<file path="config.mk">
export PLATFORM = sky130hd
export DESIGN_NAME = sga_fifo
export DESIGN_NICKNAME = d
export VERILOG_FILES = /design/src/rtl/sga_fifo.sv
export SDC_FILE = /design/constraint.sdc
export NUM_CORES = 1
export LEC_CHECK = 0
export ABC_AREA = 1
export BUFFER_PORTS_ARGS = -buffer_cell sky130_fd_sc_hd__buf_4
export CAP_MARGIN = 20
export CORE_AREA = 2 2 45 47
export DETAILED_ROUTE_END_ITERATION = 6
export DIE_AREA = 0 0 47 49
export GPL_ROUTABILITY_DRIVEN = 0
export PLACE_DENSITY = 0.73
export SKIP_LAST_GASP = 1
export SYNTH_ARGS = -nofsm -noshare
export SYNTH_HDL_FRONTEND = slang
export SYNTH_SLANG_ARGS = --single-unit
</file>
<file path="constraint.sdc">
create_clock -name clk -period 4.1 [get_ports clk]
set_input_delay 0.615 -clock clk [delete_from_list [all_inputs] [get_ports clk]]
set_output_delay 0.615 -clock clk [all_outputs]
set_load 0.02 [all_outputs]
</file>
<file path="src/rtl/sga_fifo.sv">
// Small register FIFO used for the command queue and the result queue.
// Depends on nothing; width and depth come from parameters.
`default_nettype none

module sga_fifo #(
  parameter int WIDTH = 8,
  parameter int DEPTH = 2
) (
  input  wire logic             clk,
  input  wire logic             rst_n,
  input  wire logic             push,
  input  wire logic [WIDTH-1:0] wdata,
  input  wire logic             pop,
  output logic      [WIDTH-1:0] rdata,
  output logic                  full,
  output logic                  empty,
  output logic [$clog2(DEPTH+1)-1:0] count
);

  localparam int PW = (DEPTH > 1) ? $clog2(DEPTH) : 1;
  localparam int CW = $clog2(DEPTH + 1);

  logic [WIDTH-1:0] mem_r [DEPTH];
  logic [PW-1:0]    wr_ptr_r, wr_ptr_nxt;
  logic [PW-1:0]    rd_ptr_r, rd_ptr_nxt;
  logic [CW-1:0]    cnt_r, cnt_nxt;
  logic             do_push, do_pop;

  assign full    = (cnt_r == CW'(DEPTH));
  assign empty   = (cnt_r == '0);
  assign count   = cnt_r;
  assign rdata   = mem_r[rd_ptr_r];
  assign do_push = push & ~full;
  assign do_pop  = pop & ~empty;

  // Advance pointers with wrap at the depth
  always_comb begin
    wr_ptr_nxt = wr_ptr_r;
    rd_ptr_nxt = rd_ptr_r;
    if (do_push) begin
      wr_ptr_nxt = (wr_ptr_r == PW'(DEPTH - 1)) ? '0 : wr_ptr_r + 1'b1;
    end
    if (do_pop) begin
      rd_ptr_nxt = (rd_ptr_r == PW'(DEPTH - 1)) ? '0 : rd_ptr_r + 1'b1;
    end
    cnt_nxt = cnt_r + CW'(do_push) - CW'(do_pop);
  end

  always_ff @(posedge clk) begin
    if (!rst_n) begin
      wr_ptr_r <= '0;
      rd_ptr_r <= '0;
      cnt_r    <= '0;
    end else begin
      wr_ptr_r <= wr_ptr_nxt;
      rd_ptr_r <= rd_ptr_nxt;
      cnt_r    <= cnt_nxt;
    end
  end

  // Store entry data
  always_ff @(posedge clk) begin
    if (do_push) begin
      mem_r[wr_ptr_r] <= wdata;
    end
  end

endmodule

`default_nettype wire

</file>
==> flow_summary.yaml <==
critical_path:
  endpoint_kind: "output pin"
  critPathLaunchType: "flip-flop"
  path_max_fanout: 8
  critPathSlowestCell: "dfxtp_1"
  r2r_slack_ps: 2500
  worstPathArrival_ps: 1430
  cpPeakStageDelay_ps: 640
  worstSetupPathType: "flip-flop to output pin"
  crit_chain: "mux2_4 -> buf_4"
  critical_path_required_ps: 3480
timing:
  rsz0062_at_grt: "no"
  finalHoldViolCount: 0
  drv_slew: 0
  setup_viol: 0
  fin_tns_setup_ps: 0
  fin_crit_sh: 0.4986
  worst_slack_ps: 2056
  hold_ws_ps: 500.7
  slew_headroom: 0.5693
  skew_ps: 2.166
  fmax_mhz: 489.1
  min_period_ps: 2044
  worst_slew_pin_slew_ps: 643.7
detailed_routing:
  dr_wl_met2_um: 637
  drc: 0
  vias: 525
  wl_met3_um: 76
  wire_per_inst_um: 10.72
  wirelength_met1_um: 516
  top_layer: "met4"
  ant_nets: 0
  viasPerCell: 4.526
  drt_pass1_iterations: 4
  routed_wirelength_mm: 1.244
  drt_iter0_drc: 6
clock_tree:
  cts_buffers: 3
  cts_buffer_depth: 2
  clock_sinks: 21
  tritoncts: "done"
  ctsResizeCount: 0
  clk_pin_slew_ps: 110
  cts_root_buf: "clkbuf_4"
  postCtsSetupBuffers: 0
  clock_latency_ps: 290
  h-tree-depth: 1
  hold_buffers: 0
power:
  cellPowerDensity_nw_per_um2: 615.3
  p_leak_nw: 0.4877
  irDropWorstVdd_v: 0.0003286
global_routing:
  grt_usage: 0.1175
  grt_max_degree: 13
  grt_pass1_wl_mm: 1.890
  grt-ovfl-total: 0
  antenna_found_initial: 0
  grt_pass1_vias: 457
finish:
  diodes: 0
  drive_gt1_frac: 0.4157
  layout.nets: 104
  layout.cells.non_filler: 116
  area_delta_synth_final_pct: 25.76
  multi_input_area_um2: 239.0
  nFillCells: 162
  seq_area_um2: 580.6
  post-route-util: 0.5904
floorplanning:
  floorplan.die.width_um: 47
  coreArea_um2: 1842
  rows: 16
  initial_utilization: 0.4694
  ios: 24
  die_h_um: 49
  dieArea_um2: 2303
placed_design:
  dp_hpwl_um: 983.9
  dp_slack_ps: 2339
  portBuffers: 23
  placedCellCount: 112
synthesis:
  avgSynthCellArea_um2: 13.72
  synth-seq-cells: 21
  syn_area_um2: 864.6
  synth.distinct_cells: 11
  ys_seq_area_frac: 0.6715
  synth_fp_nets: 77
  ys_warn_count: 0
  syn_inst: 63
run:
  maxCapViolCount: 0
status:
  status: "finished, final reports clean"
hold_path:
  hp-class: "input pin to flip-flop"
==> routing by layer <==
metal / global-route usage / up-vias
li1: - / 262
met1: 0.1363 / 242
met2: 0.1918 / 19
met3: 0.03333 / 2
met4: 0.05556 / 0
met5: 0 / -
==> state kept, by name, summed over array words and instances, names as in the netlist, named ones only <==
name	count
count	2
mem_r	16
rd_ptr_r	1
wr_ptr_r	1
==> critical path: cells and delay by family, from the launching register on <==
kind     cells  cell delay [ps]
flops        1              640
mux          1              350
buf+inv      1              160
==> through the flow <==
stage          power [mW]  area, µm²
3_5_place_dp       0.5854       1060
4_1_cts            0.6764       1087
5_1_grt            0.7167       1087
6_report           0.6690       1087
3_3_place_gp       0.5786       1060
2_1_floorplan      0.4919      864.6
==> kinds of logic (layout without fill, tap and decap cells) <==
kind of cell               after synthesis  after routing  synth area share
AOI/OAI and AO/OA                        2              2           0.01158
adders and majority gates                2              2           0.02894
buffers and inverters                   10             36           0.05209
DFF                                     21             21            0.6715
muxes                                    8              8            0.1389
and+or+nand+nor                         20             20           0.09695
==> cells in the mapped netlist, drive strengths merged <==
cell    number  area [µm²]
ha           2       25.02
nor2         8       35.03
dfxtp        5       100.1
mux2         8       120.1
a21oi        2       10.01
buf          1       11.26
inv          9       33.78
edfxtp      16       480.5
nand3        3       15.01
nand2        9       33.78
==> power by group <==
part,switching [mW],internal [mW]
combinational,0.140,0.130
clock,0.0567,0.0362
sequential,0.0328,0.274
total,0.229,0.440
==> final timing paths <==
kind	from	to	depth (start not counted)
max	flip-flop	rdata[4]	2
min	wdata[6]	mem_r[0][6]$_DFFE_PP_	1
max reg2reg	count[0]$_SDFF_PN0_	count[1]$_SDFF_PN0_	10
min reg2reg	rd_ptr_r$_SDFFE_PN0P_	rd_ptr_r$_SDFFE_PN0P_	2
==> area by class of cell <==
| type | instances | share of cell area |
|---|---|---|
| clock buffers | 3 | 0.02071 |
| clock inverters | 1 | 0.004603 |
| inverters | 9 | 0.03107 |
| multi-input cells | 32 | 0.2198 |
| flip-flops and latches | 21 | 0.5339 |
| well taps | 27 | 0.03107 |
| repair buffers | 23 | 0.1588 |
==> layout by cell type (no fill, tap or decap) <==
master,count
buf_4,23
edfxtp_1,16
inv_1,9
nand2_1,9
mux2_4,8
nor2_1,6
dfxtp_1,5
nand3_1,3
clkbuf_4,3
nor2_2,2
a21oi_1,2
ha_1,2
clkinv_2,1
Note: power is estimated with default switching activity, not from simulation.
