File: config.mk
export PLATFORM = sky130hd
export DESIGN_NAME = sga_front
export DESIGN_NICKNAME = d
export VERILOG_FILES = /design/src/rtl/sga_pkg.sv /design/src/rtl/sga_front.sv
export SDC_FILE = /design/constraint.sdc
export NUM_CORES = 1
export LEC_CHECK = 0
export ABC_AREA = 0
export BUFFER_PORTS_ARGS = -buffer_cell sky130_fd_sc_hd__clkbuf_2
export CORE_ASPECT_RATIO = 0.8
export CORE_MARGIN = 8
export CORE_UTILIZATION = 33
export CTS_BUF_LIST = sky130_fd_sc_hd__clkbuf_4
export DETAILED_ROUTE_END_ITERATION = 8
export GPL_ROUTABILITY_DRIVEN = 0
export MAX_ROUTING_LAYER = met4
export PLACE_DENSITY = 0.8
export SLEW_MARGIN = 20
export SYNTH_ARGS = -nofsm -noshare
export SYNTH_HDL_FRONTEND = slang
export SYNTH_SLANG_ARGS = --single-unit
File: constraint.sdc
create_clock -name clk -period 1.42 [get_ports clk]
set_input_delay 0.071 -clock clk [delete_from_list [all_inputs] [get_ports clk]]
set_output_delay 0.071 -clock clk [all_outputs]
set_load 0.05 [all_outputs]
File: src/rtl/sga_pkg.sv
// Shared types and constants of the spike gated synapse accumulator.
// No dependencies; every other file of the block but sga_fifo refers to it by scoped names.
`default_nettype none

package sga_pkg;

  // Fixed field widths
  localparam int IDX_W      = 6;
  localparam int CNT_W      = 7;
  localparam int SAMPLE_W   = 16;
  localparam int CURR_W     = 32;
  localparam int IN_TDATA_W = 64;
  localparam int IN_TUSER_W = 2;
  localparam int OUT_TDATA_W = 40;
  localparam int CFG_IDX_W  = 2;

  // Queue depths between front, back and output
  localparam int CMD_DEPTH = 2;
  localparam int OUT_DEPTH = 2;

  // Configuration register indexes
  localparam logic [CFG_IDX_W-1:0] CFG_PRE_COUNT   = 2'd0;
  localparam logic [CFG_IDX_W-1:0] CFG_POST_COUNT  = 2'd1;
  localparam logic [CFG_IDX_W-1:0] CFG_REAL_VALUED = 2'd2;

  // Operation carried by an input transaction
  typedef enum logic [1:0] {
    OP_WEIGHT = 2'd0,
    OP_PRESET = 2'd1,
    OP_PRE    = 2'd2,
    OP_READ   = 2'd3
  } op_t;

  // Back-end sequencer states
  typedef enum logic [1:0] {
    BK_IDLE,
    BK_ACCUM,
    BK_DRAIN,
    BK_READ
  } bk_state_t;

  // Classified command from front to back, with the config it ran under
  typedef struct packed {
    op_t                        op;
    logic [IDX_W-1:0]           post;
    logic [IDX_W-1:0]           pre;
    logic signed [SAMPLE_W-1:0] sample;
    logic signed [CURR_W-1:0]   preset;
    logic [CNT_W-1:0]           npost;
    logic                       real_mode;
  } cmd_t;

  // One readout result
  typedef struct packed {
    logic                     last;
    logic signed [CURR_W-1:0] current;
    logic [IDX_W-1:0]         idx;
  } res_t;

endpackage

`default_nettype wire

File: src/rtl/sga_front.sv
// Front end: configuration registers, input acceptance and range classification.
// Depends on sga_pkg; pushes classified commands into the command queue.
`default_nettype none

module sga_front #(
  parameter int PRE_MAX  = 64,
  parameter int POST_MAX = 64
) (
  input  wire logic                                clk,
  input  wire logic                                rst_n,
  input  wire logic                                in_tvalid,
  output logic                                     in_tready,
  input  wire logic [sga_pkg::IN_TDATA_W-1:0]      in_tdata,
  input  wire logic [sga_pkg::IN_TUSER_W-1:0]      in_tuser,
  input  wire logic                                cfg_valid,
  output logic                                     cfg_ready,
  input  wire logic [sga_pkg::CFG_IDX_W-1:0]       cfg_index,
  input  wire logic [sga_pkg::CNT_W-1:0]           cfg_data,
  input  wire logic                                q_full,
  output logic                                     q_push,
  output sga_pkg::cmd_t                            q_cmd
);

  logic [sga_pkg::CNT_W-1:0] pre_count_r, post_count_r;
  logic                      real_r;
  logic [sga_pkg::CNT_W-1:0] npre, npost;
  sga_pkg::op_t              mode;
  logic [sga_pkg::IDX_W-1:0] post_idx, pre_idx;
  logic                      post_ok, pre_ok, keep;

  assign cfg_ready = 1'b1;

  // Write configuration registers
  always_ff @(posedge clk) begin
    if (!rst_n) begin
      pre_count_r  <= sga_pkg::CNT_W'(64);
      post_count_r <= sga_pkg::CNT_W'(64);
      real_r       <= 1'b0;
    end else if (cfg_valid) begin
      unique case (cfg_index)
        sga_pkg::CFG_PRE_COUNT:   pre_count_r  <= cfg_data;
        sga_pkg::CFG_POST_COUNT:  post_count_r <= cfg_data;
        sga_pkg::CFG_REAL_VALUED: real_r       <= cfg_data[0];
        default: ;
      endcase
    end
  end

  // Clamp active counts into 1..MAX
  always_comb begin
    if (pre_count_r == '0) begin
      npre = sga_pkg::CNT_W'(1);
    end else if (int'(pre_count_r) > PRE_MAX) begin
      npre = sga_pkg::CNT_W'(PRE_MAX);
    end else begin
      npre = pre_count_r;
    end
    if (post_count_r == '0) begin
      npost = sga_pkg::CNT_W'(1);
    end else if (int'(post_count_r) > POST_MAX) begin
      npost = sga_pkg::CNT_W'(POST_MAX);
    end else begin
      npost = post_count_r;
    end
  end

  // Unpack and classify the transaction; drop out-of-range items
  assign mode     = sga_pkg::op_t'(in_tuser);
  assign post_idx = in_tdata[5:0];
  assign pre_idx  = in_tdata[11:6];
  assign post_ok  = ({1'b0, post_idx} < npost);
  assign pre_ok   = ({1'b0, pre_idx} < npre);

  always_comb begin
    unique case (mode)
      sga_pkg::OP_WEIGHT: keep = post_ok & pre_ok;
      sga_pkg::OP_PRESET: keep = post_ok;
      sga_pkg::OP_PRE:    keep = pre_ok;
      sga_pkg::OP_READ:   keep = 1'b1;
    endcase
  end

  assign in_tready = ~q_full;
  assign q_push    = in_tvalid & ~q_full & keep;

  always_comb begin
    q_cmd.op        = mode;
    q_cmd.post      = post_idx;
    q_cmd.pre       = pre_idx;
    q_cmd.sample    = in_tdata[27:12];
    q_cmd.preset    = in_tdata[59:28];
    q_cmd.npost     = npost;
    q_cmd.real_mode = real_r;
  end

endmodule

`default_nettype wire

==> qor.txt <==
DIE HEIGHT - 75.1 um
die width - 89.9 um
DRC - 0
Seq cells post-synth - 15
LEAKAGE - 0.815 nW
share of layout cells above drive strength 1 - 0.573
fin crit period - 2.08 ns
Inst Count DP - 229
Max-Cap Viols - 0
# H-tree levels - 1
Clk Latency, worst-skew pair - 0.28 ns
PwrDens - 665 nW/um2
Flop pwr share - 0.409
skew final - 0 ns
All-Layer GR Usage - 0.0960
Sw Pwr - 0.000368 W
Row Count - 21
sequential-to-total area share from yosys stat - 0.208
Clk network pwr share - 0.243
GRT overflow - 0
number of flops mapped to enable cells by yosys - 0
Starting DRT DRC Count - 47
worst path required time - 1.35 ns
status - finished, violations left
ant diodes - 0
final layout net count - 269
ys flop type - dfxtp_1
clock-pin slew on the worst setup and hold paths - 0.09 ns
worst setup margin - -0.664 ns
first-pass GRT wire length - 5180 um
antenna violations before repair - 0
pin count of the biggest net entering global routing - 16
critical path class - register to primary output
Final Max Tran Viols - 0
Logic pwr share - 0.348
CTS tree - yes
Routed Antenna Nets - 0
Worst IR Drop VDD - 0.348 mV
syn_nets - 260
CTS sink cnt - 15
Yosys cell types - 30
Avg Vias per Cell - 4.51
critical path data arrival time - 2.01 ns
Layout area overhead - 13.7%
CP startpoint kind - register
die area - 6750 um2
vias in the first global route - 1094
Tcrit/Tclk final - 1.47
core area - 4200 um2
Non-Filler Instances - 235
post-synthesis cell count - 170
Initial Util - 0.343
average cell area after synthesis - 8.48 um2
failing checks - negative setup slack
FMAX - 0.480 GHz
Yosys warning count - 0
TritonRoute pass-1 iters - 4
Root Buffer - clkbuf_4
Max Buffers Root-to-Sink - 2
Post-synth ARST share - 0
synthesized area - 1440 um2
Pwr Total - 0.00109 W
unrepaired setup endpoints after global routing - yes
vias post-DR - 1060
crit path max fanout - 6
fillcell total - 434
HP Class - primary input to register
Hold Vio Cnt, Final - 0
CP Capture Type - primary output
total routed wirelength - 3160 um
Sw Ratio - 0.337
post-DP HPWL - 2650 um
WL/cell - 13.4 um
I/O pin count - 153
final setup fails - 2
Num CTS Buffers - 3
Cell Int Power - 0.000723 W
input/output buffers - 51
==> final cells by class <==
type	instances	area (um2)	area share
inverters	8	32.5	0.0198
repair buffers	72	453	0.276
flip-flops and latches	15	310	0.189
clock buffers	4	30.0	0.0183
multi-input cells	79	742	0.453
well taps	57	71.3	0.0435
==> what timing repair did <==
item	in CTS	in global routing
hold buffers	0	0
endpoints found under the setup margin	2	2
buffers inserted	2	0
gates resized for setup	17	3
pin swaps	5	3
==> per-layer routing <==
layer,part of all wire,GRT usage
met1,0.43,0.0990
met2,0.44,0.146
met5,0,-
met3,0.12,0.0627
met4,0.014,0.0349
==> worst paths after layout <==
check | slack (ns) | cells after the start | start | to
max | -0.66 | 7 | pre_count_r[6] | q_push
min | 0.06 | 3 | cfg_data[6] | pre_count_r[6]
max reg2reg | 0.57 | 5 | post_count_r[6] | post_count_r[6]
min reg2reg | 0.53 | 2 | pre_count_r[0] | pre_count_r[0]
==> cell families (layout without fill, tap and decap cells) <==
family / after synthesis / in the layout / share of synthesized area
adder cells (fa/ha/maj): 10 / 10 / 0.0868
AND/OR/NAND/NOR: 40 / 40 / 0.161
AO/OA/AOI/OAI: 14 / 14 / 0.0781
buffers and inverters: 76 / 84 / 0.366
flip-flops: 15 / 15 / 0.208
other: 1 / 1 / 0.00260
multiplexers: 14 / 14 / 0.0972
==> critical path: stages, from the launching register on <==
cell,delay (ns)
dfxtp_2,0.35
or2b_1,0.25
ha_4,0.22
and3_4,0.18
a221oi_2,0.23
o21ai_1,0.13
a22oi_2,0.19
buf_12,0.17
==> cell usage after synthesis (3+ instances only) <==
library cell,n,share of area
nand2b_1,5,0.022
nor2b_1,13,0.056
inv_1,8,0.021
nor2_1,5,0.013
mux2i_1,14,0.097
nand2_1,8,0.021
ha_1,10,0.087
a21o_1,3,0.016
dfxtp_1,15,0.21
buf_4,64,0.33
==> flip-flops by register name, summed over array words and instances, names as in the netlist <==
register	cells
post_count_r	7
pre_count_r	7
real_r	1
==> cells in the final DEF, fill, tap and decap left out, drive strengths merged, types with 3 or more instances in the layout <==
cell    count
inv         8
nor2        5
dfxtp      15
buf        23
mux2i      14
ha         10
a21o        3
clkbuf     53
nor2b      13
nand2b      5
nand2       8
==> power by group through the flow <==
stage          registers, W  clock network [W]  logic (W)
6_report           0.000446           0.000265   0.000379
3_3_place_gp       0.000454                  0   0.000348
4_1_cts            0.000447           0.000278   0.000381
3_5_place_dp       0.000455                  0   0.000355
2_1_floorplan      0.000454                  0   0.000614
5_1_grt            0.000448           0.000298   0.000408
==> per-stage QoR <==
stage	hold WS (ns)	setup slack (ns)	area, um2	utilization	TNS, ns
2_1_floorplan	0.199	-0.386	1530	-	-0.386
5_1_grt	0.0433	-0.749	1640	0.390	-0.960
6_report	0.0594	-0.664	1640	0.390	-0.818
4_1_cts	0.0381	-0.674	1630	0.388	-0.812
3_5_place_dp	0.142	-0.367	1520	0.361	-0.367
3_3_place_gp	0.142	-0.299	1520	0.361	-0.299
Power figures use the tool's default switching activity.
